[config.mk]
export PLATFORM = sky130hd
export DESIGN_NAME = tsbp_front
export DESIGN_NICKNAME = d
export VERILOG_FILES = /design/src/rtl/tsbp_pkg.sv /design/src/rtl/tsbp_front.sv
export SDC_FILE = /design/constraint.sdc
export NUM_CORES = 1
export LEC_CHECK = 0
export ABC_AREA = 0
export BUFFER_PORTS_ARGS = -buffer_cell sky130_fd_sc_hd__buf_4
export CAP_MARGIN = 20
export CORE_ASPECT_RATIO = 0.7
export CORE_MARGIN = 8
export CORE_UTILIZATION = 61
export CTS_BUF_LIST = sky130_fd_sc_hd__clkbuf_16
export CTS_CLUSTER_DIAMETER = 80
export DETAILED_ROUTE_END_ITERATION = 8
export PLACE_DENSITY = 0.8
export SLEW_MARGIN = 30
export SYNTH_ARGS = -nofsm -noshare
export SYNTH_HDL_FRONTEND = slang
export SYNTH_SLANG_ARGS = --single-unit
[constraint.sdc]
create_clock -name clk -period 6.4 [get_ports clk]
set_input_delay 1.28 -clock clk [delete_from_list [all_inputs] [get_ports clk]]
set_output_delay 1.28 -clock clk [all_outputs]
set_load 0.05 [all_outputs]
[src/rtl/tsbp_pkg.sv]
// Package for the tar stream block parser: constants, types and helpers.
// No dependencies.
`default_nettype none
package tsbp_pkg;

    localparam int SIZE_DIGITS = 12;
    localparam int SIZE_W = 36;
    localparam int OFF_W = 9;
    localparam logic [OFF_W-1:0] SIZE_OFF = 9'd124;
    localparam logic [OFF_W-1:0] SIZE_END = 9'(124 + SIZE_DIGITS);
    localparam logic [OFF_W-1:0] SUM_OFF = 9'd148;
    localparam logic [OFF_W-1:0] SUM_LAST = 9'd155;
    localparam logic [OFF_W-1:0] TYPE_OFF = 9'd156;
    localparam logic [OFF_W-1:0] LAST_OFF = 9'd511;
    localparam logic [7:0] SUM_FILL = 8'h20;
    localparam logic [7:0] TYPE_DIR = 8'h35;
    localparam logic [SIZE_W-1:0] MAX36 = {SIZE_W{1'b1}};

    typedef enum logic [2:0]
    {
        ST_IN_BLOCK = 3'd0,
        ST_HDR_OK = 3'd1,
        ST_DATA_DONE = 3'd2,
        ST_END = 3'd3,
        ST_CSUM_ERR = 3'd4,
        ST_HALTED = 3'd5
    } status_t;

    // Octal parse stage
    typedef enum logic [1:0]
    {
        PS_SKIP = 2'd0,
        PS_DIGITS = 2'd1,
        PS_DONE = 2'd2
    } pstage_t;

    typedef enum logic [2:0]
    {
        PH_HEADER = 3'b001,
        PH_DATA = 3'b010,
        PH_HALT = 3'b100
    } phase_t;

    // Classified byte handed from front to back
    typedef struct packed
    {
        logic [7:0] data;
        status_t status;
        logic [7:0] etype;
        logic [SIZE_W-1:0] size;
        logic hdr_ok;
        logic [OFF_W-1:0] off;
        logic in_data;
    } cls_t;

    typedef struct packed
    {
        logic [7:0] data_byte;
        logic payload_valid;
        logic [2:0] status;
        logic [7:0] entry_type;
        logic [SIZE_W-1:0] file_size;
        logic file_end;
    } res_t;

    typedef struct packed
    {
        logic [7:0] stream_byte;
    } in_t;

endpackage
`default_nettype wire

[src/rtl/tsbp_front.sv]
// Front: header parsing, checksum and octal fields, phase tracking per byte.
// Depends on tsbp_pkg.
`default_nettype none
module tsbp_front
(
    input wire logic clk,
    input wire logic rst_n,
    input wire logic in_valid,
    output logic in_ready,
    input wire logic [7:0] in_byte,
    output logic q_valid,
    input wire logic q_ready,
    output tsbp_pkg::cls_t q_data
);
    import tsbp_pkg::*;

    phase_t phase_reg, phase_next;
    logic [OFF_W-1:0] off_reg, off_next;
    logic [16:0] bsum_reg, bsum_next;
    logic zero_reg, zero_next;
    logic [SIZE_W-1:0] sacc_reg, sacc_next;
    pstage_t sst_reg, sst_next;
    logic [23:0] cacc_reg, cacc_next;
    pstage_t cst_reg, cst_next;
    logic [7:0] type_reg, type_next;
    logic [SIZE_W-1:0] left_reg, left_next;
    logic fire;
    logic oct;
    logic [2:0] dig;
    logic [SIZE_W-1:0] size_eff;
    cls_t c;

    assign in_ready = q_ready;
    assign q_valid = in_valid;
    assign fire = in_valid && q_ready;
    assign oct = (in_byte >= 8'h30) && (in_byte <= 8'h37);
    assign dig = in_byte[2:0];
    assign size_eff = (type_reg == TYPE_DIR) ? '0 : sacc_reg;

    // Classify the byte and compute next header state
    always_comb
    begin
        phase_next = phase_reg;
        off_next = (off_reg == LAST_OFF) ? '0 : off_reg + 1'b1;
        bsum_next = bsum_reg;
        zero_next = zero_reg;
        sacc_next = sacc_reg;
        sst_next = sst_reg;
        cacc_next = cacc_reg;
        cst_next = cst_reg;
        type_next = type_reg;
        left_next = left_reg;
        c = '0;
        c.data = in_byte;
        c.off = off_reg;
        c.status = ST_IN_BLOCK;
        case (phase_reg)
            PH_HALT:
            begin
                off_next = off_reg;
                c.status = ST_HALTED;
            end
            PH_HEADER:
            begin
                if (off_reg >= SUM_OFF && off_reg <= SUM_LAST)
                    bsum_next = bsum_reg + 17'(SUM_FILL);
                else
                    bsum_next = bsum_reg + 17'(in_byte);
                if (in_byte != 8'd0)
                    zero_next = 1'b0;
                if (off_reg >= SIZE_OFF && off_reg < SIZE_END)
                begin
                    case (sst_reg)
                        PS_SKIP:
                            if (oct)
                            begin
                                sacc_next = SIZE_W'(dig);
                                sst_next = PS_DIGITS;
                            end
                        PS_DIGITS:
                            if (!oct)
                                sst_next = PS_DONE;
                            else if (sacc_reg[SIZE_W-1:SIZE_W-3] != 3'd0)
                                sacc_next = MAX36;
                            else
                                sacc_next = {sacc_reg[SIZE_W-4:0], dig};
                        default: ;
                    endcase
                end
                if (off_reg >= SUM_OFF && off_reg <= SUM_LAST)
                begin
                    case (cst_reg)
                        PS_SKIP:
                            if (oct)
                            begin
                                cacc_next = 24'(dig);
                                cst_next = PS_DIGITS;
                            end
                        PS_DIGITS:
                            if (!oct)
                                cst_next = PS_DONE;
                            else if (cacc_reg[23:21] != 3'd0)
                                cacc_next = 24'hFFFFFF;
                            else
                                cacc_next = {cacc_reg[20:0], dig};
                        default: ;
                    endcase
                end
                if (off_reg == TYPE_OFF)
                    type_next = in_byte;
                if (off_reg == LAST_OFF)
                begin
                    if (zero_next)
                    begin
                        c.status = ST_END;
                        phase_next = PH_HALT;
                    end
                    else if (24'(bsum_next) != cacc_reg)
                    begin
                        c.status = ST_CSUM_ERR;
                        phase_next = PH_HALT;
                    end
                    else
                    begin
                        c.status = ST_HDR_OK;
                        c.hdr_ok = 1'b1;
                        c.etype = type_reg;
                        c.size = size_eff;
                        left_next = size_eff;
                        phase_next = (size_eff != '0) ? PH_DATA : PH_HEADER;
                    end
                    bsum_next = '0;
                    zero_next = 1'b1;
                    sacc_next = '0;
                    sst_next = PS_SKIP;
                    cacc_next = '0;
                    cst_next = PS_SKIP;
                    type_next = '0;
                end
            end
            PH_DATA:
            begin
                c.in_data = 1'b1;
                if (left_reg != '0)
                    left_next = left_reg - 1'b1;
                if (off_reg == LAST_OFF)
                begin
                    c.status = ST_DATA_DONE;
                    if (left_next == '0)
                        phase_next = PH_HEADER;
                end
            end
            default:
            begin
                phase_next = PH_HALT;
            end
        endcase
    end

    assign q_data = c;

    // Advance state on each request
    always_ff @(posedge clk or negedge rst_n)
    begin
        if (!rst_n)
        begin
            phase_reg <= PH_HEADER;
            off_reg <= '0;
            bsum_reg <= '0;
            zero_reg <= 1'b1;
            sacc_reg <= '0;
            sst_reg <= PS_SKIP;
            cacc_reg <= '0;
            cst_reg <= PS_SKIP;
            type_reg <= '0;
            left_reg <= '0;
        end
        else if (fire)
        begin
            phase_reg <= phase_next;
            off_reg <= off_next;
            bsum_reg <= bsum_next;
            zero_reg <= zero_next;
            sacc_reg <= sacc_next;
            sst_reg <= sst_next;
            cacc_reg <= cacc_next;
            cst_reg <= cst_next;
            type_reg <= type_next;
            left_reg <= left_next;
        end
    end
endmodule
`default_nettype wire

==> impl_metrics.py <==
metrics = {
    "status": {
        "status": "finished, final reports clean",
    },
    "floorplan": {
        "pin_count": 80,
        "core_um2": 14800,
        "die-area_um2": 19400,
        "fp.dieH_um": 119,
        "fp-row-count": 37,
        "die_w_um": 163,
        "initial_core_util_pct": 62.6,
    },
    "grt": {
        "grt_overflow": 0,
        "grt_pass1_vias": 8207,
        "grt_max_degree": 97,
        "track_usage_pct": 29.6,
        "grt_pass1_wl_mm": 46.1,
        "antenna_found_initial": 0,
    },
    "power_and_ir_drop": {
        "ir_worst_vdd_mv": 0.230,
        "powerDensity_nw_per_um2": 264,
        "cellLeakagePower_nw": 4.41,
        "p_total_mw": 2.77,
    },
    "drt": {
        "drcViolationCount": 0,
        "routed_via_density": 6.75,
        "vias": 9260,
        "wl_per_cell_um": 21.3,
        "postRouteWirelength_mm": 29.2,
        "drtIter0Drc": 1410,
        "firstDrtPassIters": 6,
        "antenna_left": 0,
    },
    "critical_path": {
        "cp_max_fo": 36,
        "path_delay_family": "simple AND/OR/NAND/NOR gates",
        "cpMostUsedCell": "buf_4",
        "worst_ep_arrival_time_ns": 4.93,
        "path_cells": "buf_4 > ha_1 > inv_1 > fa_1 > nor2b_1 > o31ai_1 > a211oi_1 > o21ai_1 > xnor2_1 > nand2b_1 > or4_1 > nor4b_4 > buf_4 > and2_1 > buf_4",
        "critPathSlowestCell": "a211oi_1",
        "cp.required_ns": 5.12,
        "cp.buffers_inverters": 4,
        "endpoint_kind": "primary output",
        "cp-start-kind": "primary input",
        "rr_worst_depth": 11,
        "slowest_delay_ns": 0.49,
        "crit_type": "primary input to primary output",
        "crit_cells": 15,
    },
    "finish": {
        "area_growth_pct": 13.5,
        "multi_input_area_um2": 5370,
        "diodes": 0,
        "final_area_um2": 10500,
        "drive_above_1_share_pct": 13.5,
        "seq_area_um2": 3460,
        "nets": 1191,
        "stdcell_count": 1372,
        "fillCellCount": 1144,
    },
    "timing": {
        "slew_violations": 0,
        "timing.hold.ws_ns": 0.490,
        "setup_tns_ns": 0,
        "fin_crit_ns": 6.21,
        "rsz0062_at_grt": "false",
        "tightest_slew_ns": 0.881,
        "fmax_mhz": 161,
        "final-setup-viol-count": 0,
        "relSlewSlack_pct": 40.4,
        "fin_crit_sh_pct": 97.0,
        "final-hold-violation-count": 0,
        "fin_skew_ns": 0.0117,
    },
    "yosys": {
        "async_flop_share_pct": 100,
        "netlist_instances": 1140,
        "synth_nets": 1167,
        "ys_seq_area_share_pct": 37.4,
        "synth_edf_count": 0,
        "synth_ff_type": "dfrtp_1",
        "postSynthAreaPerCell_um2": 8.12,
        "synth.distinct_cells": 84,
        "synth-seq-cells": 138,
        "ys_warn_count": 0,
        "syn-cell-area_um2": 9250,
    },
    "clock_tree": {
        "ctsResizeCount": 0,
        "clock_latency_ns": 0.44,
        "cts-root-buf": "clkbuf_16",
        "clk_pin_slew_ns": 0.07,
        "clock-sinks": 138,
        "numCtsBuffers": 17,
        "cts_setup_buffers": 0,
        "cts_buffer_depth": 2,
        "h-tree-depth": 4,
        "cts_tree": "yes",
        "cts_hold_buf": 0,
    },
    "placement": {
        "port_buffers": 79,
        "hpwl_mm": 20.3,
        "dpl_cell_area_um2": 9870,
        "place.gp.congestion": 0.990,
        "place_inst": 1340,
    },
    "min_path": {
        "min_path_cells": 2,
        "hp-class": "flop to flop",
    },
    "job": {
        "cap_violations": 0,
    },
}
## cells in the mapped netlist (6+ instances only)
cell	instances	area [um^2]
dfrtp_1	136	3400
a31oi_1	26	163
nor2b_1	10	62.6
nand2_1	142	533
nor4_1	29	181
o21ai_1	13	65.1
and2_1	48	300
buf_2	14	70.1
a211oi_1	7	52.6
buf_4	10	75.1
and4_1	7	61.3
clkbuf_1	65	244
nor3_1	36	180
nand3_1	23	115
o31ai_1	19	143
ha_1	14	175
nand2b_1	19	119
xnor2_1	25	219
o22ai_1	6	37.5
and3_1	8	50.1
or3_1	9	56.3
mux2i_1	7	70.1
xor2_1	13	114
a21oi_1	53	265
a21o_1	11	82.6
nand4_1	17	106
nor2_1	63	236
inv_1	20	75.1
o21a_1	6	45.0
o21ai_0	175	876
## per-layer routing
| metal | wire length (um) | track usage, % | vias to the layer above | part of all wire [%] |
|---|---|---|---|---|
| li1 | - | - | 4199 | - |
| met1 | 13200 | 46.0 | 4393 | 45 |
| met2 | 11300 | 37.6 | 618 | 39 |
| met3 | 4180 | 11.0 | 50 | 14 |
| met4 | 440 | 5.89 | 0 | 1.5 |
| met5 | 0 | 0 | - | 0 |
## cells by family after synthesis
group / share of synthesized area, %
AOI/OAI and AO/OA: 24.3
xor gates and xnor gates: 4.10
adders and majority gates: 2.11
buffers and inverters: 5.14
DFF: 37.4
muxes: 1.49
and+or+nand+nor: 25.5
## power by group
group / internal, mW / leakage, nW / switching, mW
Sequential: 0.926 / 1.82 / 0.0915
Clock: 0.600 / 0.306 / 0.459
Combinational: 0.277 / 2.28 / 0.420
## final timing paths
check / slack, ns / end / start
max reg2reg: 2.10 / phase_reg[1] / left_reg[0]
min reg2reg: 0.49 / cacc_reg[23] / cacc_reg[23]
min: 0.49 / cacc_reg[23] / cacc_reg[23]
min in group asynchronous: 0.91 / bsum_reg[2] / rst_n
max: 0.19 / q_data[31] / in_byte[0]
max in group asynchronous: 4.38 / sacc_reg[35] / rst_n
## worst reg2reg max path: cells and delay by family, from the launching register on
family                     cells  cell delay [ns]
and+or+nand+nor                5             2.19
DFF                            1             0.48
AOI/OAI and AO/OA              2             0.45
muxes                          1             0.35
adders and majority gates      1             0.34
buffers and inverters          1             0.21
xor gates and xnor gates       1             0.17
## through the flow
step / util [%] / worst slack, ns
floorplan: - / 0.495
global placement: 66.7 / 0.466
detailed placement: 66.8 / 0.277
CTS: 71.1 / 0.285
global route: 71.1 / 0.0208
finish: 71.1 / 0.194
## cells in the final DEF (no fill, tap or decap), drive strengths merged, types with 5 or more instances in the layout
cell    count
a31oi      26
a21oi      53
ha         14
and2       48
clkbuf     18
inv        29
mux2        6
and4        7
nor2       64
nand2b     19
or4         6
o21ai     188
nand3      23
buf        95
a32oi       5
nor3b       5
xnor2      25
nor4       30
or3        11
nor3       38
o31ai      20
a211oi      7
o22ai       6
a311oi      5
or2         6
xor2       13
and3        8
nor2b      10
dfrtp     136
nand2     142
mux2i       7
a21o       11
o21a        6
nand4      18
## layout make-up
class	instances	share of cell area, %
clock buffer	17	4.05
clock inverter	15	1.93
inverter	21	0.750
multi-input combinational	890	51.1
sequential	138	32.9
tap	195	2.32
timing repair buffer	96	6.92
(Power assumes the default switching activity.)
