==> config.mk <==
export PLATFORM = sky130hd
export DESIGN_NAME = tsbp_fifo
export DESIGN_NICKNAME = d
export VERILOG_FILES = /design/src/rtl/tsbp_pkg.sv /design/src/rtl/tsbp_fifo.sv
export SDC_FILE = /design/constraint.sdc
export NUM_CORES = 1
export LEC_CHECK = 0
export BUFFER_PORTS_ARGS = -buffer_cell sky130_fd_sc_hd__buf_2
export CORE_ASPECT_RATIO = 0.6
export CORE_MARGIN = 2
export CORE_UTILIZATION = 47
export DETAILED_ROUTE_END_ITERATION = 8
export MAX_ROUTING_LAYER = met4
export PLACE_DENSITY = 0.76
export SETUP_SLACK_MARGIN = 0.05
export SYNTH_ARGS = -nofsm -noshare
export SYNTH_HDL_FRONTEND = slang
export SYNTH_SLANG_ARGS = --single-unit
export TNS_END_PERCENT = 5
==> constraint.sdc <==
create_clock -name clk -period 4.2 [get_ports clk]
set_clock_uncertainty 0.1 [all_clocks]
set_input_delay 0.84 -clock clk [delete_from_list [all_inputs] [get_ports clk]]
set_output_delay 0.84 -clock clk [all_outputs]
set_load 0.01 [all_outputs]
==> src/rtl/tsbp_pkg.sv <==
// Package for the tar stream block parser: constants, types and helpers.
// No dependencies.
`default_nettype none
package tsbp_pkg;

    localparam int SIZE_DIGITS = 12;
    localparam int SIZE_W = 36;
    localparam int OFF_W = 9;
    localparam logic [OFF_W-1:0] SIZE_OFF = 9'd124;
    localparam logic [OFF_W-1:0] SIZE_END = 9'(124 + SIZE_DIGITS);
    localparam logic [OFF_W-1:0] SUM_OFF = 9'd148;
    localparam logic [OFF_W-1:0] SUM_LAST = 9'd155;
    localparam logic [OFF_W-1:0] TYPE_OFF = 9'd156;
    localparam logic [OFF_W-1:0] LAST_OFF = 9'd511;
    localparam logic [7:0] SUM_FILL = 8'h20;
    localparam logic [7:0] TYPE_DIR = 8'h35;
    localparam logic [SIZE_W-1:0] MAX36 = {SIZE_W{1'b1}};

    typedef enum logic [2:0]
    {
        ST_IN_BLOCK = 3'd0,
        ST_HDR_OK = 3'd1,
        ST_DATA_DONE = 3'd2,
        ST_END = 3'd3,
        ST_CSUM_ERR = 3'd4,
        ST_HALTED = 3'd5
    } status_t;

    // Octal parse stage
    typedef enum logic [1:0]
    {
        PS_SKIP = 2'd0,
        PS_DIGITS = 2'd1,
        PS_DONE = 2'd2
    } pstage_t;

    typedef enum logic [2:0]
    {
        PH_HEADER = 3'b001,
        PH_DATA = 3'b010,
        PH_HALT = 3'b100
    } phase_t;

    // Classified byte handed from front to back
    typedef struct packed
    {
        logic [7:0] data;
        status_t status;
        logic [7:0] etype;
        logic [SIZE_W-1:0] size;
        logic hdr_ok;
        logic [OFF_W-1:0] off;
        logic in_data;
    } cls_t;

    typedef struct packed
    {
        logic [7:0] data_byte;
        logic payload_valid;
        logic [2:0] status;
        logic [7:0] entry_type;
        logic [SIZE_W-1:0] file_size;
        logic file_end;
    } res_t;

    typedef struct packed
    {
        logic [7:0] stream_byte;
    } in_t;

endpackage
`default_nettype wire

==> src/rtl/tsbp_fifo.sv <==
// Two-entry queue between front and back.
// Depends on tsbp_pkg.
`default_nettype none
module tsbp_fifo
(
    input wire logic clk,
    input wire logic rst_n,
    input wire logic wr_valid,
    output logic wr_ready,
    input wire tsbp_pkg::cls_t wr_data,
    output logic rd_valid,
    input wire logic rd_ready,
    output tsbp_pkg::cls_t rd_data
);
    import tsbp_pkg::*;

    cls_t mem_reg [2];
    logic wp_reg, rp_reg;
    logic [1:0] cnt_reg;
    logic wr, rd;

    assign wr_ready = cnt_reg != 2'd2;
    assign rd_valid = cnt_reg != 2'd0;
    assign rd_data = mem_reg[rp_reg];
    assign wr = wr_valid && wr_ready;
    assign rd = rd_valid && rd_ready;

    // Hold entries
    always_ff @(posedge clk)
    begin
        if (wr)
            mem_reg[wp_reg] <= wr_data;
    end

    // Advance pointers
    always_ff @(posedge clk or negedge rst_n)
    begin
        if (!rst_n)
        begin
            wp_reg <= 1'b0;
            rp_reg <= 1'b0;
            cnt_reg <= '0;
        end
        else
        begin
            if (wr)
                wp_reg <= ~wp_reg;
            if (rd)
                rp_reg <= ~rp_reg;
            cnt_reg <= cnt_reg + {1'b0, wr} - {1'b0, rd};
        end
    end
endmodule
`default_nettype wire

==> reports/metrics.csv, run 1 <==
metric,value,unit
status,"complete, no violations",
vias per cell,4.82,
Post-Synthesis Cells,222,
synth top area cells,"edfxtp_1 78%, mux2_4 8.9%, mux2_2 8.0%",
post-CTS setup buffers,0,
final net count,446,
worst path cell trace,mux2_2 > buf_2,
Fillers,791,
IO Pins,138,
headroom to the max-slew limit,27.3,%
"commonest cells after routing, fill and taps aside","137 x buf_2, 132 x edfxtp_1, 36 x mux2_2",
slowest cell delay on critical path,1.12,ns
#FFs+latches synth,136,
Syn Nets,294,
ANT cells,0,
Final Core Density,62.0,%
clock sink count,136,
Final Hold Viols,0,
final setup TNS,0,ns
Area Growth Syn to Fin,28.7,%
Die Span Y,84.5,µm
pwr/cell area,733,nW/µm²
Core ar.,10500,µm²
via count,2534,
total power,4.78,mW
port bufs,137,
post-cts sizing count,0,
DR WL/cell,16.4,µm
GRT Resource Usage Total,16.0,%
CP endpoint,rd_data[9],
Pins Over Slew Limit,0,
maximum fanout along the worst path,67,
Placer Congestion,0.697,
cell count along the critical path,2,
Setup CP Type,reg2out,
Clock Latency Late Sink,0.40,ns
Max Cap Violations,0,
Leakage Power,2.53,nW
Total Routed Length,8620,µm
crit path max-delay cell type,dfrtp_4,
CTS buffer count,17,
crit end category,primary output,
total gr overflow,0,
Comb power frac,25.5,%
Die X,138,µm
drt pass-1 iters,4,
R2R Setup Slk,2.23,ns
Yosys top cell area share,78.1,%
Final HPWL DP,5580,µm
drt drc,0,
RSZ-0062 raised after global routing,false,
Cell Int Power,3.46,mW
H-tree levels,4,
root buffer cell,clkbuf_16,
die area,11700,µm²
"delay-heaviest family, CP",flip-flops,
register area share after synthesis,80.1,%
vias in the first global route,2659,
Net Sw Frac,27.7,%
Crit. Startpoint,rp_reg$_DFFE_PN0P_,
max reg flops,132,
Worst-path clk slew,0.06,ns
initial core utilization,48.2,%
CTS max path bufs,2,
cts hold-fix bufs,0,
num rows,29,
Final period util,73.8,%
Routed Antenna Nets,0,
cell taking the most area after synthesis,edfxtp_1,
Netlist cell types,17,
area post-placement,5920,µm²
largest net degree at the start of global routing,68,
layout cells sized above 1,62.0,%
reg2reg path depth,3,
sequential share of power,43.5,%
reg2reg start,cnt_reg[1]$_DFF_PN0_,
syn avg cell area,22.8,µm²
min Tclk post-route,3.10,ns
final setup fails,0,
Hold Crit Class,in2async,
first-pass GRT wire length,13300,µm
Netlist Area Pre-Place,5070,µm²
CTS tree,yes,
startpoint type of the worst setup path,register,
Initial DRC Count,74,
final instance area,6530,µm²
Worst Path Arrival,2.16,ns
"commonest non-fill, non-tap cell in the layout",buf_2,
Crit path buffers/inverters,1,
worst-margin pin slew,1.09,ns
Clock power frac,31.0,%
Fmax,323,MHz
Hold WS,0.133,ns
Worst Path Required,3.26,ns
Psw,1.33,mW
initial antenna violation count,0,
maximum vdd drop,0.000416,V
Yosys warning count,0,
reg2reg end,mem_reg[1][62]$_DFFE_PP_,
==> layout make-up <==
class                   count  area (µm²)  share of cell area (%)
clock buffers              18         429                    6.58
clock inverters            14         174                    2.66
inverters                   1        3.75                  0.0575
multi-input cells          78         957                    14.7
flip-flops and latches    136        4070                    62.3
well taps                 139         174                    2.66
repair buffers            140         721                    11.0
==> power groups by stage <==
stage	clock, mW	combinational, mW	sequential (mW)
finish	1.48	1.22	2.08
global route	1.59	1.31	2.12
CTS	1.52	1.25	2.09
detailed placement	0	1.24	2.12
global placement	0	1.23	2.10
floorplan	0	0.942	1.95
==> cells by family (layout without fill, tap and decap cells) <==
kind of cell	Yosys count	count (layout)	share of synthesized area, %
flops	136	136	80.1
mux	66	66	16.9
buf+inv	8	173	1.18
simple gates	6	6	0.642
xor+xnor	4	4	0.691
fa+ha+maj	2	2	0.493
==> routing by layer <==
layer | up-vias | GRT usage (%) | part of all wire, %
li1 | 1189 | - | -
met1 | 1234 | 20.5 | 46
met2 | 105 | 22.3 | 45
met3 | 6 | 7.64 | 9.2
met4 | 0 | 5.84 | 0.49
met5 | - | - | 0
==> how the worst min path moves through the flow <==
stage | startpoint | endpoint | slack [ns] | cells past startpoint
floorplan | wp_reg$_DFFE_PN0N_ | wp_reg$_DFFE_PN0N_ | 0.38 | 1
global placement | cnt_reg[0]$_DFF_PN0_ | cnt_reg[0]$_DFF_PN0_ | 0.40 | 1
detailed placement | cnt_reg[0]$_DFF_PN0_ | cnt_reg[0]$_DFF_PN0_ | 0.41 | 1
CTS | rst_n | cnt_reg[0]$_DFF_PN0_ | 0.12 | 1
global route | rst_n | cnt_reg[0]$_DFF_PN0_ | 0.11 | 1
finish | rst_n | cnt_reg[0]$_DFF_PN0_ | 0.13 | 1
==> synth_stat cells (all sizes together) <==
library cell	number
inv	1
and2	1
nor2	1
ha	2
nand2b	1
nand2	1
edfxtp	132
or2	1
buf	7
xnor2	3
and3	1
dfrtp	4
xor2	1
mux2	66
==> through the flow <==
step / instances / worst slack [ns]
2_1_floorplan: 222 / 1.02
3_3_place_gp: 494 / 1.54
3_5_place_dp: 494 / 1.53
4_1_cts: 526 / 1.08
5_1_grt: 526 / 0.999
6_report: 526 / 1.10
Power figures use the tool's default switching activity.
==> run 2: changes to the inputs <==
- ABC_AREA: not set -> 1
- clock period: 4.2 -> 2.75 ns (I/O delays scaled with it)
==> run 2 against run 1 <==
Net effect:
- total power rose by 52%
- combinational power rose by 75%
- sequential share of layout area rose by 0.55 points
- synthesized area fell by 0.54%
- critical path depth rose by 3
- design area fell by 0.94%
- sequential power rose by 41%
- highest routed layer unchanged
- setup slack got worse by 0.78 ns
- first-iteration DRC count rose by 99%
==> reports/metrics.csv, run 2 <==
metric,value,unit,change
status,"complete, no violations",,
vias per cell,4.65,,-3.5%
area post-placement,5870,µm²,-0.95%
cts hold-fix bufs,1,,+1
die area,11600,µm²,-0.52%
DR WL/cell,14.4,µm,-12%
Placer Congestion,0.774,,+11%
largest family of logic cells by synthesized area,simple AND/OR/NAND/NOR gates,,
Core ar.,10500,µm²,unchanged
Netlist cell types,11,,-6
layout cells sized above 1,32.5,%,-30 points
post-CTS setup buffers,0,,unchanged
initial core utilization,47.9,%,-0.26 points
Final Hold Viols,0,,unchanged
Fillers,838,,+5.9%
reg2reg start,cnt_reg[1]$_DFF_PN0_,,
maximum vdd drop,0.000671,V,+61%
crit end category,primary output,,
Die X,138,µm,-0.26%
Yosys warning count,0,,unchanged
GRT Resource Usage Total,18.3,%,+2.3 points
Pins Over Slew Limit,0,,unchanged
CTS max path bufs,2,,unchanged
Final period util,88.4,%,
Syn Nets,449,,+53%
Leakage Power,2.84,nW,+12%
post-cts sizing count,0,,unchanged
startpoint type of the worst setup path,register,,
Routed Antenna Nets,0,,unchanged
drt pass-1 iters,4,,unchanged
Commonest cells post-synth,"211 x nand2_1, 132 x edfxtp_1, 8 x buf_2, 8 x inv_1, 5 x buf_6",,
H-tree levels,4,,unchanged
final setup fails,0,,unchanged
CTS buffer count,17,,unchanged
"commonest non-fill, non-tap cell in the layout",nand2_1,,
Most used DFF post-synth,edfxtp_1,,
Total Routed Length,9750,µm,+13%
#FFs+latches synth,136,,unchanged
reg2reg path depth,4,,+1
Final Core Density,61.4,%,-0.58 points
reg2reg end,mem_reg[1][48]$_DFFE_PP_,,
final instance area,6460,µm²,-0.94%
synth top area cells,"edfxtp_1 79%, nand2_1 16%, dfrtp_1 2.0%",,
dpl cells,645,,+31%
most common cell in the netlist,nand2_1,,
cell taking the most area after synthesis,edfxtp_1,,
"commonest cells after routing, fill and taps aside","211 x nand2_1, 137 x buf_2, 132 x edfxtp_1",,
total power,7.29,mW,+52%
Clock Latency Late Sink,0.40,ns,about the same
Compound-Gate Fraction of Synth Area,0,%,unchanged
via count,3155,,+25%
Place WS,0.739,ns,-0.788 ns
clock sink count,136,,unchanged
Worst-path clk slew,0.06,ns,about the same
pwr/cell area,1130,nW/µm²,+54%
IO Pins,138,,unchanged
Crit. Startpoint,rp_reg$_DFFE_PN0P_,,
R2R Setup Slk,1.08,ns,-1.15 ns
Non-Filler Instances,679,,+29%
Die Span Y,84.3,µm,-0.26%
Worst Path Required,2.10,ns,-1.16 ns
ys async rst share,2.94,%,unchanged
Worst Path Arrival,1.78,ns,-0.38 ns
Synth Area in XOR/XNOR,0,%,-0.69 points
Post-Synthesis Cells,377,,+70%
hold path start,wr_data[48],,
maximum fanout along the worst path,42,,-37%
Hold Crit Depth,1,,
syn avg cell area,13.4,µm²,-41%
final setup TNS,0,ns,unchanged
first-pass GRT wire length,15000,µm,+13%
mux cell area share after synthesis,0,%,-17 points
largest net degree at the start of global routing,68,,unchanged
initial antenna violation count,1,,+1
port bufs,137,,unchanged
vias in the first global route,3104,,+17%
min Tclk post-route,2.43,ns,
num rows,29,,unchanged
Max Cap Violations,0,,unchanged
drt drc,0,,unchanged
Netlist Area Pre-Place,5040,µm²,-0.54%
Hold Crit Class,in2reg,,
final net count,598,,+34%
worst-margin pin slew,0.699,ns,-0.391 ns
Post-Synth Simple-Gate Area,16.1,%,+15 points
"EDFF count, synth",132,,unchanged
total gr overflow,0,,unchanged
Yosys top cell area share,78.6,%,+0.43 points
RSZ-0062 raised after global routing,false,,
CTS tree,yes,,
Setup CP Type,reg2out,,
max reg flops,132,,unchanged
Hold Path Sink,mem_reg[0][48]$_DFFE_PP_,,
Final HPWL DP,6340,µm,+14%
Hold WS,0.231,ns,+0.0974 ns
post-synthesis adder-cell area fraction,0.496,%,+0.0027 points
Initial DRC Count,147,,+99%
final setup margin,0.320,ns,-0.783 ns
register area share after synthesis,80.6,%,+0.44 points
root buffer cell,clkbuf_16,,
Area Growth Syn to Fin,28.1,%,
headroom to the max-slew limit,53.4,%,+26 points
Fmax,411,MHz,
-- run 2: worst max-delay path by stage --
stage	end	cells after the start
3_5_place_dp	rd_data[24]	5
5_1_grt	rd_data[46]	4
3_3_place_gp	rd_data[34]	4
4_1_cts	rd_data[34]	5
2_1_floorplan	mem_reg[0][0]$_DFFE_PP_	2
6_report	rd_data[34]	5
-- run 2: metal layers --
metal / track usage [%] / up-vias / share of wire, %
met5: - / - / 0
met4: 6.68 / 0 / 1.2
met3: 6.04 / 12 / 7.1
met2: 28.0 / 102 / 47
met1: 23.2 / 1476 / 45
li1: - / 1565 / -
-- run 2: report_power, final --
group          total, mW  internal (mW)  switching [mW]
clock               2.22           1.41           0.810
combinational       2.13          0.705            1.42
sequential          2.94           2.83           0.109
total               7.29           4.95            2.34
-- run 2: area by class of cell --
| cell class | instances | area, µm² | share of cell area [%] |
|---|---|---|---|
| clock buffers | 18 | 429 | 6.64 |
| clock inverters | 14 | 156 | 2.42 |
| inverters | 9 | 33.8 | 0.523 |
| diodes | 1 | 2.50 | 0.0387 |
| flip-flops and latches | 136 | 4070 | 62.9 |
| well taps | 139 | 174 | 2.69 |
| multi-input cells | 217 | 843 | 13.0 |
| repair buffers | 145 | 761 | 11.8 |
-- run 2: cells by family (layout without fill, tap and decap cells) --
family                   Yosys count  in the layout
other                              0              1
AND/OR/NAND/NOR                  215            215
buffers and inverters             24            186
flip-flops                       136            136
adder cells (fa/ha/maj)            2              2
-- run 2: worst max-delay path: stages, from the launching register on --
cell and delay (ns):
dfrtp_2 0.40, inv_2 0.36, buf_12 0.27, nand2_1 0.09, nand2_1 0.09, buf_2 0.13
