`src/rtl/tsbp_pkg.sv`:
```
// Package for the tar stream block parser: constants, types and helpers.
// No dependencies.
`default_nettype none
package tsbp_pkg;

    localparam int SIZE_DIGITS = 12;
    localparam int SIZE_W = 36;
    localparam int OFF_W = 9;
    localparam logic [OFF_W-1:0] SIZE_OFF = 9'd124;
    localparam logic [OFF_W-1:0] SIZE_END = 9'(124 + SIZE_DIGITS);
    localparam logic [OFF_W-1:0] SUM_OFF = 9'd148;
    localparam logic [OFF_W-1:0] SUM_LAST = 9'd155;
    localparam logic [OFF_W-1:0] TYPE_OFF = 9'd156;
    localparam logic [OFF_W-1:0] LAST_OFF = 9'd511;
    localparam logic [7:0] SUM_FILL = 8'h20;
    localparam logic [7:0] TYPE_DIR = 8'h35;
    localparam logic [SIZE_W-1:0] MAX36 = {SIZE_W{1'b1}};

    typedef enum logic [2:0]
    {
        ST_IN_BLOCK = 3'd0,
        ST_HDR_OK = 3'd1,
        ST_DATA_DONE = 3'd2,
        ST_END = 3'd3,
        ST_CSUM_ERR = 3'd4,
        ST_HALTED = 3'd5
    } status_t;

    // Octal parse stage
    typedef enum logic [1:0]
    {
        PS_SKIP = 2'd0,
        PS_DIGITS = 2'd1,
        PS_DONE = 2'd2
    } pstage_t;

    typedef enum logic [2:0]
    {
        PH_HEADER = 3'b001,
        PH_DATA = 3'b010,
        PH_HALT = 3'b100
    } phase_t;

    // Classified byte handed from front to back
    typedef struct packed
    {
        logic [7:0] data;
        status_t status;
        logic [7:0] etype;
        logic [SIZE_W-1:0] size;
        logic hdr_ok;
        logic [OFF_W-1:0] off;
        logic in_data;
    } cls_t;

    typedef struct packed
    {
        logic [7:0] data_byte;
        logic payload_valid;
        logic [2:0] status;
        logic [7:0] entry_type;
        logic [SIZE_W-1:0] file_size;
        logic file_end;
    } res_t;

    typedef struct packed
    {
        logic [7:0] stream_byte;
    } in_t;

endpackage
`default_nettype wire

```
`src/rtl/tsbp_back.sv`:
```
// Back: payload marking and file end, drives the registered result.
// Depends on tsbp_pkg.
`default_nettype none
module tsbp_back
(
    input wire logic clk,
    input wire logic rst_n,
    input wire logic q_valid,
    output logic q_ready,
    input wire tsbp_pkg::cls_t q_data,
    output logic out_valid,
    input wire logic out_ready,
    output tsbp_pkg::res_t out_data
);
    import tsbp_pkg::*;

    logic [SIZE_W-1:0] left_reg;
    logic wflag_reg;
    logic ov_reg;
    res_t res_reg;
    res_t r;
    logic take;

    assign q_ready = !ov_reg || out_ready;
    assign take = q_valid && q_ready;
    assign out_valid = ov_reg;
    assign out_data = res_reg;

    // Form the result
    always_comb
    begin
        r = '0;
        r.data_byte = q_data.data;
        r.status = q_data.status;
        r.entry_type = q_data.etype;
        r.file_size = q_data.size;
        if (q_data.in_data && left_reg != '0 && wflag_reg)
        begin
            r.payload_valid = 1'b1;
            r.file_end = left_reg == SIZE_W'(1);
        end
    end

    // Track the entry's remaining bytes
    always_ff @(posedge clk or negedge rst_n)
    begin
        if (!rst_n)
        begin
            left_reg <= '0;
            wflag_reg <= 1'b0;
            ov_reg <= 1'b0;
        end
        else
        begin
            if (take)
            begin
                ov_reg <= 1'b1;
                if (q_data.hdr_ok)
                begin
                    left_reg <= q_data.size;
                    wflag_reg <= !(q_data.etype >= 8'h31 && q_data.etype <= 8'h36);
                end
                else if (q_data.in_data && left_reg != '0)
                    left_reg <= left_reg - 1'b1;
            end
            else if (out_ready)
                ov_reg <= 1'b0;
        end
    end

    always_ff @(posedge clk)
    begin
        if (take)
            res_reg <= r;
    end
endmodule
`default_nettype wire

```
`config.mk`:
```
export PLATFORM = sky130hd
export DESIGN_NAME = tsbp_back
export DESIGN_NICKNAME = d
export VERILOG_FILES = /design/src/rtl/tsbp_pkg.sv /design/src/rtl/tsbp_back.sv
export SDC_FILE = /design/constraint.sdc
export NUM_CORES = 1
export LEC_CHECK = 0
export BUFFER_PORTS_ARGS = -buffer_cell sky130_fd_sc_hd__buf_2
export CAP_MARGIN = 5
export CORE_MARGIN = 5
export CORE_UTILIZATION = 51
export DETAILED_ROUTE_END_ITERATION = 12
export GPL_TIMING_DRIVEN = 0
export PLACE_DENSITY_LB_ADDON = 0.08
export SLEW_MARGIN = 20
export SYNTH_ARGS = -nofsm -noshare
export SYNTH_HDL_FRONTEND = slang
export SYNTH_SLANG_ARGS = --single-unit
```
`constraint.sdc`:
```
create_clock -name clk -period 4.1 [get_ports clk]
set_clock_uncertainty 0.05 [all_clocks]
set_input_delay 0.205 -clock clk [delete_from_list [all_inputs] [get_ports clk]]
set_output_delay 0.205 -clock clk [all_outputs]
set_load 0.03 [all_outputs]
```
==> qor.txt, run 1 <==
Status: completed
Layout cell share with drive strength beyond 1: 26.1%
Period Utilization, post-route: 75.3%
Hpwl dp: 8080 µm
Congestion Overflow GR: 0
Initial core utilization: 52.0%
Vias: 3916
Resized Gates After CTS: 0
Syn_area_per_cell: 11.3 µm²
Clock latency on the worst-skew pair: 0.37 ns
Startpoint Class: flip-flop
CP max stage delay: 0.88 ns
Max Cap Violations: 0
TritonCTS buffer count: 9
Buffers & Inverters on Critical Path: 1
Top-count cell post-synth: edfxtp_1
Number of global-route vias before repair: 3763
GRT busiest layer: met2
Seq/Total Area, Yosys: 62.6%
P_leak: 0.00230 µW
Post-Syn Instances: 375
Max-slew violations: 0
Max Freq: 324 MHz
Leading post-synthesis cells by cell area: edfxtp_1 (40%), dfrtp_1 (22%), o21ai_0 (4.0%), nor2_1 (3.1%), a21oi_1 (2.9%)
Crit path depth: 7
Peak supply drop: 0.000237 V
Delay-heaviest family, CP: simple AND/OR/NAND/NOR gates
DIE AREA: 0.0103 mm²
Top-area cell type share of the netlist area: 40.2%
Vias/cell: 5.82
Die height: 101 µm
Worst min path class: primary input to flip-flop
Ant diodes: 0
DR iter-0 viols: 314
GR Layer Usage met2: 38.0%
H-tree depth: 3
Drt wl/cell: 17.8 µm
Warnings from Yosys: 0
Die X: 101 µm
Synth area leader: edfxtp_1
Critical path arrival: 3.27 ns
Worst reg2reg endpoint: left_reg[22]
Count of boundary I/O pins: 129
CP max stage cell: nor4_1
Pwr dens: 406 mW/mm²
Total wire length: 12000 µm
Synth Net Count: 448
Clock tree from TritonCTS: built
P&R area growth vs syn: 35.7%
Flip-flop count of the largest register after layout: 57
# DRC: 0
Top cells by count, synth: edfxtp_1 (57), dfrtp_1 (38), nor2_1 (35)
Yosys cell types: 50
Worst Setup EP: left_reg[22]
Clock Tree Buf Depth: 2
Core area: 0.00818 mm²
Rel. slew slack: 32.8%
Worst reg2reg setup slack: 1.01 ns
Overall routing resource usage: 23.8%
Routed Antenna Nets: 0
Peak fanout along the critical path: 10
Drt first pass iters: 5
PortBufs: 119
Final Setup Violations: 0
Worst-path clk slew: 0.10 ns
Worst endpoint required time: 4.29 ns
FP Rows: 33
Seq cells post-synth: 95
Crit-path cells: nor4_1 > nand4_1 > nor4_4 > a31oi_2 > clkbuf_1 > o22ai_1 > a21oi_1
Antenna violations before repair: 0
Grt met1 use: 32.4%
Critical path capture point type: flip-flop
Slew @ Worst Pin: 0.998 ns
Global-route wire length before repair: 18900 µm
Main synth FF type: edfxtp_1
FF-to-FF Start: left_reg[29]
Placer Congestion: 0.920
# clock sinks: 95
R2R depth: 7
Root buf cell: clkbuf_8
M3 GR Usage: 4.55%
Largest net degree at the start of global routing: 41
Worst hold slack: 0.0906 ns
Number of synthesized flops with an enable pin: 57
Beginning of the critical path: left_reg[29]
RSZ-0062 raised after global routing: false
FFs w/ async S/R, synth: 40.0%
Mapped cell area: 0.00425 mm²
Min Tclk post-route: 3.09 ns
TNS Setup: 0 ns
Critical path class: flip-flop to flip-flop
Final Hold Fails: 0
Layout net count: 636
## layer usage
metal / vias to the layer above / part of all wire (%)
li1: 1833 / -
met1: 1893 / 43
met5: - / 0
met2: 167 / 47
met3: 23 / 7.7
met4: 0 / 1.9
## layout by cell type (no fill, tap or decap), types with 3 or more instances in the layout
cell,netlist,layout
a21oi_1,25,25
a22oi_1,8,8
and3_1,5,5
buf_2,3,122
clkbuf_1,16,16
clkbuf_8,0,9
dfrtp_1,38,38
dlygate4sd3_1,0,57
edfxtp_1,57,57
ha_1,3,3
inv_1,4,4
nand2_1,22,22
nand3_1,17,17
nand4_1,6,6
nor2_1,35,35
nor3_1,21,21
nor4_1,12,12
o21ai_0,34,34
o22ai_1,6,6
o2bb2ai_1,12,12
or3_1,6,6
or4_1,4,4
## layout make-up
class | count | area, µm²
buffer | 20 | 90.1
inverter | 5 | 18.8
sequential | 95 | 2660
multi-input combinational | 255 | 1490
timing repair buffer | 177 | 1190
tap | 105 | 131
clock buffer | 10 | 128
fill | 626 | 2410
clock inverter | 6 | 67.6
## through the flow
stage / worst slack, ns / utilization (%) / instance area, µm² / power [µW] / instances
2_1_floorplan: 0.980 / - / 4250 / 1520 / 375
3_3_place_gp: 0.447 / 60.9 / 4980 / 1670 / 599
3_5_place_dp: 1.12 / 61.2 / 5000 / 1690 / 600
4_1_cts: 1.11 / 70.6 / 5770 / 2350 / 673
5_1_grt: 0.762 / 70.6 / 5770 / 2460 / 673
6_report: 1.01 / 70.6 / 5770 / 2340 / 673
## kinds of logic after synthesis
family                     synth area share (%)
and+or+nand+nor                            17.9
AOI/OAI and AO/OA                          15.3
DFF                                        62.6
buffers and inverters                      2.47
adders and majority gates                 0.883
xor gates and xnor gates                  0.412
muxes                                     0.471
## what timing repair did
item	CTS	global route
hold buffers	57	0
buffers inserted	0	0
hold endpoints to repair	94	0
## worst min path at each step
stage	start	to	slack, ns	depth (start not counted)
2_1_floorplan	rst_n	left_reg[0]	-0.14	0
3_3_place_gp	q_data[55]	out_data[45]	0.33	1
3_5_place_dp	rst_n	out_valid	0.32	1
4_1_cts	out_ready	out_valid	0.08	3
5_1_grt	out_ready	out_valid	0.11	3
6_report	out_ready	out_valid	0.09	3
## where the power goes
group / internal [µW] / total (µW) / leakage (µW) / switching [µW]
Clock: 285 / 622 / 0.0000933 / 337
Sequential: 1130 / 1220 / 0.00100 / 99.0
Combinational: 194 / 495 / 0.00120 / 301
Total: 1610 / 2340 / 0.00230 / 737
## worst reg2reg max path, cell delays in order (launching register included)
cell and delay, ns:
dfrtp_1 0.46, nor4_1 0.88, nand4_1 0.29, nor4_4 0.32, a31oi_2 0.29, clkbuf_1 0.36
o22ai_1 0.24, a21oi_1 0.06
(Power assumes the default switching activity.)
==> run 2: changes to the inputs <==
==> constraint.sdc (replaced) <==
create_clock -name clk -period 3.1 [get_ports clk]
set_clock_uncertainty 0.05 [all_clocks]
set_input_delay 0.155 -clock clk [delete_from_list [all_inputs] [get_ports clk]]
set_output_delay 0.155 -clock clk [all_outputs]
set_load 0.03 [all_outputs]
==> run 2 against run 1 <==
Count of clock-buffer cells in the layout unchanged. Cell count is 0.15% lower. Non-clock buffer count fell by 1. Die area unchanged. Utilization fell by 0.092 points. Combinational power increased by 32%. Setup slack got worse by 0.93 ns. Sequential cell count unchanged. Fmax is 2.2% higher. Critical path type unchanged.
==> qor.txt, run 2 (synthesis gave the netlist of run 1 again) <==
Peak supply drop: 0.000287 V (was 0.000237 V)
# clock sinks: 95 (unchanged)
TritonCTS buffer count: 9 (unchanged)
Startpoint Class: flip-flop (unchanged)
Max-slew violations: 0 (unchanged)
Root buf cell: clkbuf_8 (unchanged)
Setup WS pre-CTS: -0.130 ns (was 1.12 ns)
Count of boundary I/O pins: 129 (unchanged)
Placer Congestion: 0.943 (was 0.920)
Antenna violations before repair: 0 (unchanged)
Critical path arrival: 3.20 ns (was 3.27 ns)
Initial core utilization: 52.0% (unchanged)
# DRC: 0 (unchanged)
Layout net count: 635 (was 636)
Layout cell share with drive strength beyond 1: 26.1% (about the same)
Overall routing resource usage: 24.7% (was 23.8%)
DIE AREA: 0.0103 mm² (unchanged)
Routed Antenna Nets: 0 (unchanged)
Total wire length: 12600 µm (was 12000 µm)
Final Setup Violations: 0 (unchanged)
DR iter-0 viols: 256 (was 314)
Global-route wire length before repair: 19600 µm (was 18900 µm)
Post-CTS Repair Setup Buffers: 0 (unchanged)
Most frequent cells in the layout: buf_2 (122), dlygate4sd3_1 (57), edfxtp_1 (57) (unchanged)
Final Hold Fails: 0 (unchanged)
Congestion Overflow GR: 0 (unchanged)
Filler cell count: 639 (was 626)
Worst min path class: primary input to flip-flop (unchanged)
Critical path capture point type: flip-flop (unchanged)
Largest net degree at the start of global routing: 66 (was 41)
Rel. slew slack: 39.1% (was 32.8%)
Max Freq: 331 MHz (was 324 MHz)
Final WS setup: 0.0795 ns (was 1.01 ns)
Peak fanout along the critical path: 10 (unchanged)
Ant diodes: 0 (unchanged)
Clock tree from TritonCTS: built (unchanged)
RSZ-0062 raised after global routing: true (was false)
P_leak: 0.00229 µW (was 0.00230 µW)
Worst hold slack: 0.0493 ns (was 0.0906 ns)
Min Tclk post-route: 3.02 ns (was 3.09 ns)
Worst-path clk slew: 0.09 ns (was 0.10 ns)
Status: completed (unchanged)
Clock latency on the worst-skew pair: 0.37 ns (about the same)
Slew @ Worst Pin: 0.914 ns (was 0.998 ns)
Most common cell after layout, fill and taps aside: buf_2 (unchanged)
Vias: 3958 (was 3916)
Drt wl/cell: 18.7 µm (was 17.8 µm)
Max Cap Violations: 0 (unchanged)
Pwr dens: 540 mW/mm² (was 406 mW/mm²)
Final Util: 70.5% (was 70.6%)
PortBufs: 119 (unchanged)
Core area: 0.00818 mm² (unchanged)
Period Utilization, post-route: 97.4% (was 75.3%)
Clock Tree Buf Depth: 2 (unchanged)
Die X: 101 µm (unchanged)
Hpwl dp: 8120 µm (was 8080 µm)
FP Rows: 33 (unchanged)
P&R area growth vs syn: 35.5% (was 35.7%)
Flip-flop count of the largest register after layout: 57 (unchanged)
Worst endpoint required time: 3.28 ns (was 4.29 ns)
H-tree depth: 3 (unchanged)
Vias/cell: 5.89 (was 5.82)
Drt first pass iters: 4 (was 5)
Number of global-route vias before repair: 3858 (was 3763)
Die height: 101 µm (unchanged)
Critical path class: flip-flop to flip-flop (unchanged)
## run 2: cell types whose count changed in the layout (fill, tap and decap cells not counted), sizes merged
cell | before | now
buf | 124 | 123
## run 2: where the power goes
| group | switching, µW | total, µW | internal (µW) |
|---|---|---|---|
| sequential | 140 | 1630 | 1490 |
| clock | 451 | 828 | 378 |
| combinational | 401 | 655 | 254 |
## run 2: worst max-delay path, cell delays in order, from the launching register on
cell and delay [ns]:
dfrtp_1 0.48, or4_1 0.55, or3_1 0.34, buf_6 0.15, nor4_4 0.37, a31oi_2 0.26, clkbuf_1 0.36, o22ai_1 0.26
a21oi_1 0.06
## run 2: layout make-up
class,count,area [µm²],area share [%]
clock inverter,6,67.6,1.17
tap,105,131,2.28
inverter,5,18.8,0.326
buffer,20,96.3,1.67
sequential,95,2660,46.2
clock buffer,10,128,2.21
multi-input combinational,255,1490,25.9
timing repair buffer,176,1170,20.2
## run 2: through the flow
step	setup TNS [ns]	total power, µW	area (µm²)	std cells
5_1_grt	-0.0837	3280	5760	672
4_1_cts	0	3110	5760	672
6_report	0	3110	5760	672
2_1_floorplan	0	2010	4260	375
3_3_place_gp	0	2210	4980	599
3_5_place_dp	-0.645	2240	4980	599
## run 2: per-layer routing
layer / global-route usage (%) / wire, µm / up-vias
met5: 0 / 0 / -
met4: 9.10 / 338 / 0
met3: 5.44 / 959 / 32
met2: 41.3 / 6050 / 183
met1: 31.6 / 5210 / 1928
li1: - / - / 1815
## run 2: final timing paths
kind	from	cells after the start	endpoint	slack (ns)
worst max-delay path	left_reg[14]	8	left_reg[22]	0.08
worst min-delay path	out_ready	3	out_valid	0.05
worst max register to register	left_reg[14]	8	left_reg[22]	0.08
worst min register to register	left_reg[13]	1	left_reg[13]	0.46
max in group asynchronous	rst_n	2	left_reg[15]	2.02
min in group asynchronous	rst_n	2	left_reg[23]	0.41
## run 2: repair_timing
item	in CTS	in global routing
gates resized for setup	1	1
hold buffers	57	0
hold endpoints to repair	95	0
endpoints found under the setup margin	9	19
==> run 3: changes to the inputs <==
--- a/config.mk
+++ b/config.mk
@@ -8,7 +8,7 @@
 export BUFFER_PORTS_ARGS = -buffer_cell sky130_fd_sc_hd__buf_2
 export CAP_MARGIN = 5
 export CORE_MARGIN = 5
-export CORE_UTILIZATION = 51
+export CORE_UTILIZATION = 50
 export DETAILED_ROUTE_END_ITERATION = 12
 export GPL_TIMING_DRIVEN = 0
 export PLACE_DENSITY_LB_ADDON = 0.08
==> run 3 against run 2 <==
Setup slack improved by 0.084 ns. Utilization decreased by 0.11 points. Global-route usage decreased by 0.72 points. First-iteration DRC count decreased by 0.39%. Die area increased by 1.8%. Worst hold slack got worse by 0.0055 ns. Largest cell class unchanged. Highest routed layer unchanged.
==> qor.txt, run 3 (synthesis gave the netlist of run 1 again) <==
Total power: 3270 µW (was 3110 µW)
Post-route cell area: 0.00581 mm² (was 0.00576 mm²)
Drt wl/cell: 18.4 µm (was 18.7 µm)
FP Rows: 33 (unchanged)
RSZ-0062 raised after global routing: false (was true)
Global-route wire length before repair: 19200 µm (was 19600 µm)
Most common cell after layout, fill and taps aside: buf_2 (unchanged)
Area occupied by multi-input gates: 0.00149 mm² (unchanged)
Buffers & Inverters on Critical Path: 2 (unchanged)
Min Tclk post-route: 2.94 ns (was 3.02 ns)
Die X: 102 µm (was 101 µm)
Antenna violations before repair: 0 (unchanged)
Critical path class: flip-flop to flip-flop (unchanged)
Crit-path cells: or4_1 > or3_1 > buf_6 > nor4_4 > a31oi_2 > clkbuf_1 > a21oi_1 > a21oi_1 (was or4_1 > or3_1 > buf_6 > nor4_4 > a31oi_2 > clkbuf_1 > o22ai_1 > a21oi_1)
Met3 routed WL: 945 µm (was 959 µm)
Switching power: 988 µW (was 992 µW)
Final Hold Fails: 0 (unchanged)
CP max stage delay: 0.54 ns (was 0.55 ns)
Die height: 102 µm (was 101 µm)
Filler cell count: 649 (was 639)
Flop pwr share: 49.5% (was 52.3%)
Peak supply drop: 0.000372 V (was 0.000287 V)
Total wire length: 12300 µm (was 12600 µm)
CP max stage cell: or4_1 (unchanged)
Max Cap Violations: 0 (unchanged)
PortBufs: 119 (unchanged)
Clock latency on the worst-skew pair: 0.36 ns (was 0.37 ns)
Congestion Overflow GR: 0 (unchanged)
Critical path capture point type: flip-flop (unchanged)
Register area: 0.00266 mm² (unchanged)
# clock sinks: 95 (unchanged)
Final Setup Violations: 0 (unchanged)
Critical path arrival: 3.10 ns (was 3.20 ns)
DRT met1 WL: 5180 µm (was 5210 µm)
Sw frac: 30.2% (was 31.9%)
Rel. slew slack: 40.5% (was 39.1%)
Count of boundary I/O pins: 129 (unchanged)
Root buf cell: clkbuf_8 (unchanged)
Flip-flop count of the largest register after layout: 57 (unchanged)
Met2 Routed Length: 6030 µm (was 6050 µm)
P_leak: 0.00232 µW (was 0.00229 µW)
Pint: 2290 µW (was 2120 µW)
Hpwl dp: 8030 µm (was 8120 µm)
Clock tree from TritonCTS: built (unchanged)
Worst min path class: primary input to flip-flop (unchanged)
# DRC: 0 (unchanged)
Post-CTS Repair Setup Buffers: 0 (unchanged)
Clock power share: 30.5% (was 26.6%)
Initial core utilization: 51.5% (was 52.0%)
Overall routing resource usage: 24.0% (was 24.7%)
Pwr dens: 564 mW/mm² (was 540 mW/mm²)
Worst endpoint required time: 3.26 ns (was 3.28 ns)
Uppermost routed layer: met4 (unchanged)
Vias: 3896 (was 3958)
Peak fanout along the critical path: 10 (unchanged)
H-tree depth: 3 (unchanged)
Delay-heaviest family, CP: simple AND/OR/NAND/NOR gates (unchanged)
Layout cell share with drive strength beyond 1: 26.3% (was 26.1%)
Slew @ Worst Pin: 0.893 ns (was 0.914 ns)
Period Utilization, post-route: 94.7% (was 97.4%)
Clock Tree Buf Depth: 2 (unchanged)
Vias/cell: 5.80 (was 5.89)
TritonCTS buffer count: 9 (unchanged)
Core area: 0.00826 mm² (was 0.00818 mm²)
Placer Congestion: 0.886 (was 0.943)
Placed instance area: 0.00498 mm² (unchanged)
Gate power share: 20.0% (was 21.0%)
Max Freq: 341 MHz (was 331 MHz)
DIE AREA: 0.0105 mm² (was 0.0103 mm²)
Status: completed (unchanged)
Number of global-route vias before repair: 3817 (was 3858)
Ant diodes: 0 (unchanged)
Routed Antenna Nets: 0 (unchanged)
DR iter-0 viols: 255 (was 256)
Largest net degree at the start of global routing: 66 (unchanged)
Crit path top cell by count: a21oi_1
Max-slew violations: 0 (unchanged)
Most frequent cells in the layout: buf_2 (122), dlygate4sd3_1 (57), edfxtp_1 (57) (unchanged)
Drt first pass iters: 7 (was 4)
Worst-path clk slew: 0.09 ns (about the same)
Layout net count: 635 (unchanged)
Startpoint Class: flip-flop (unchanged)
P&R area growth vs syn: 36.6% (was 35.5%)
==> run 3: per-stage QoR <==
stage | cells | utilization, % | hold slack, ns | setup TNS (ns) | worst slack [ns]
2_1_floorplan | 375 | - | -0.191 | 0 | 0.367
3_3_place_gp | 599 | 60.3 | 0.282 | 0 | 0.00751
6_report | 672 | 70.4 | 0.0438 | 0 | 0.163
5_1_grt | 672 | 70.4 | 0.0550 | 0 | 0.00245
3_5_place_dp | 599 | 60.3 | 0.272 | -0.0829 | -0.0408
4_1_cts | 672 | 70.3 | 0.0453 | 0 | 0.131
==> run 3: cell type report <==
type / count / area share, %
Timing Repair Buffer: 176 / 20.1
Sequential cell: 95 / 45.8
Clock buffer: 10 / 2.20
Clock inverter: 6 / 1.98
Tap cell: 105 / 2.26
Buffer: 20 / 1.68
Inverter: 5 / 0.323
Multi-Input combinational cell: 255 / 25.7
==> run 3: final timing paths <==
| check | start | depth (start not counted) | end | slack [ns] |
|---|---|---|---|---|
| min | out_ready | 3 | out_valid | 0.04 |
| min in group asynchronous | rst_n | 2 | out_valid | 0.40 |
| min reg2reg | left_reg[13] | 1 | left_reg[13] | 0.45 |
| max | left_reg[14] | 8 | left_reg[15] | 0.16 |
| max reg2reg | left_reg[14] | 8 | left_reg[15] | 0.16 |
| max in group asynchronous | rst_n | 2 | left_reg[2] | 2.04 |
==> run 3: what timing repair did <==
item	CTS	global route
hold buffers	57	0
gates cloned	0	0
gates resized for setup	1	3
hold endpoints to repair	94	0
setup endpoints to repair	8	17
==> run 3: worst register-to-register path, cell delays in order (launching register included) <==
cell and delay [ns]:
dfrtp_1 0.47, or4_1 0.54, or3_1 0.36, buf_6 0.15, nor4_4 0.38, a31oi_2 0.27
clkbuf_1 0.33, a21oi_1 0.20, a21oi_1 0.06
==> run 3: power groups by stage <==
stage	registers (µW)	clock network (µW)	logic (µW)
finish	1620	997	655
global route	1640	1060	718
CTS	1620	1010	648
detailed placement	1640	0	587
global placement	1640	0	575
floorplan	1700	0	315
==> run 3: layer usage <==
layer | GRT usage (%) | vias up
met3 | 4.78 | 14
met2 | 40.3 | 166
met5 | 0 | -
li1 | - | 1820
met1 | 32.0 | 1896
met4 | 6.36 | 0
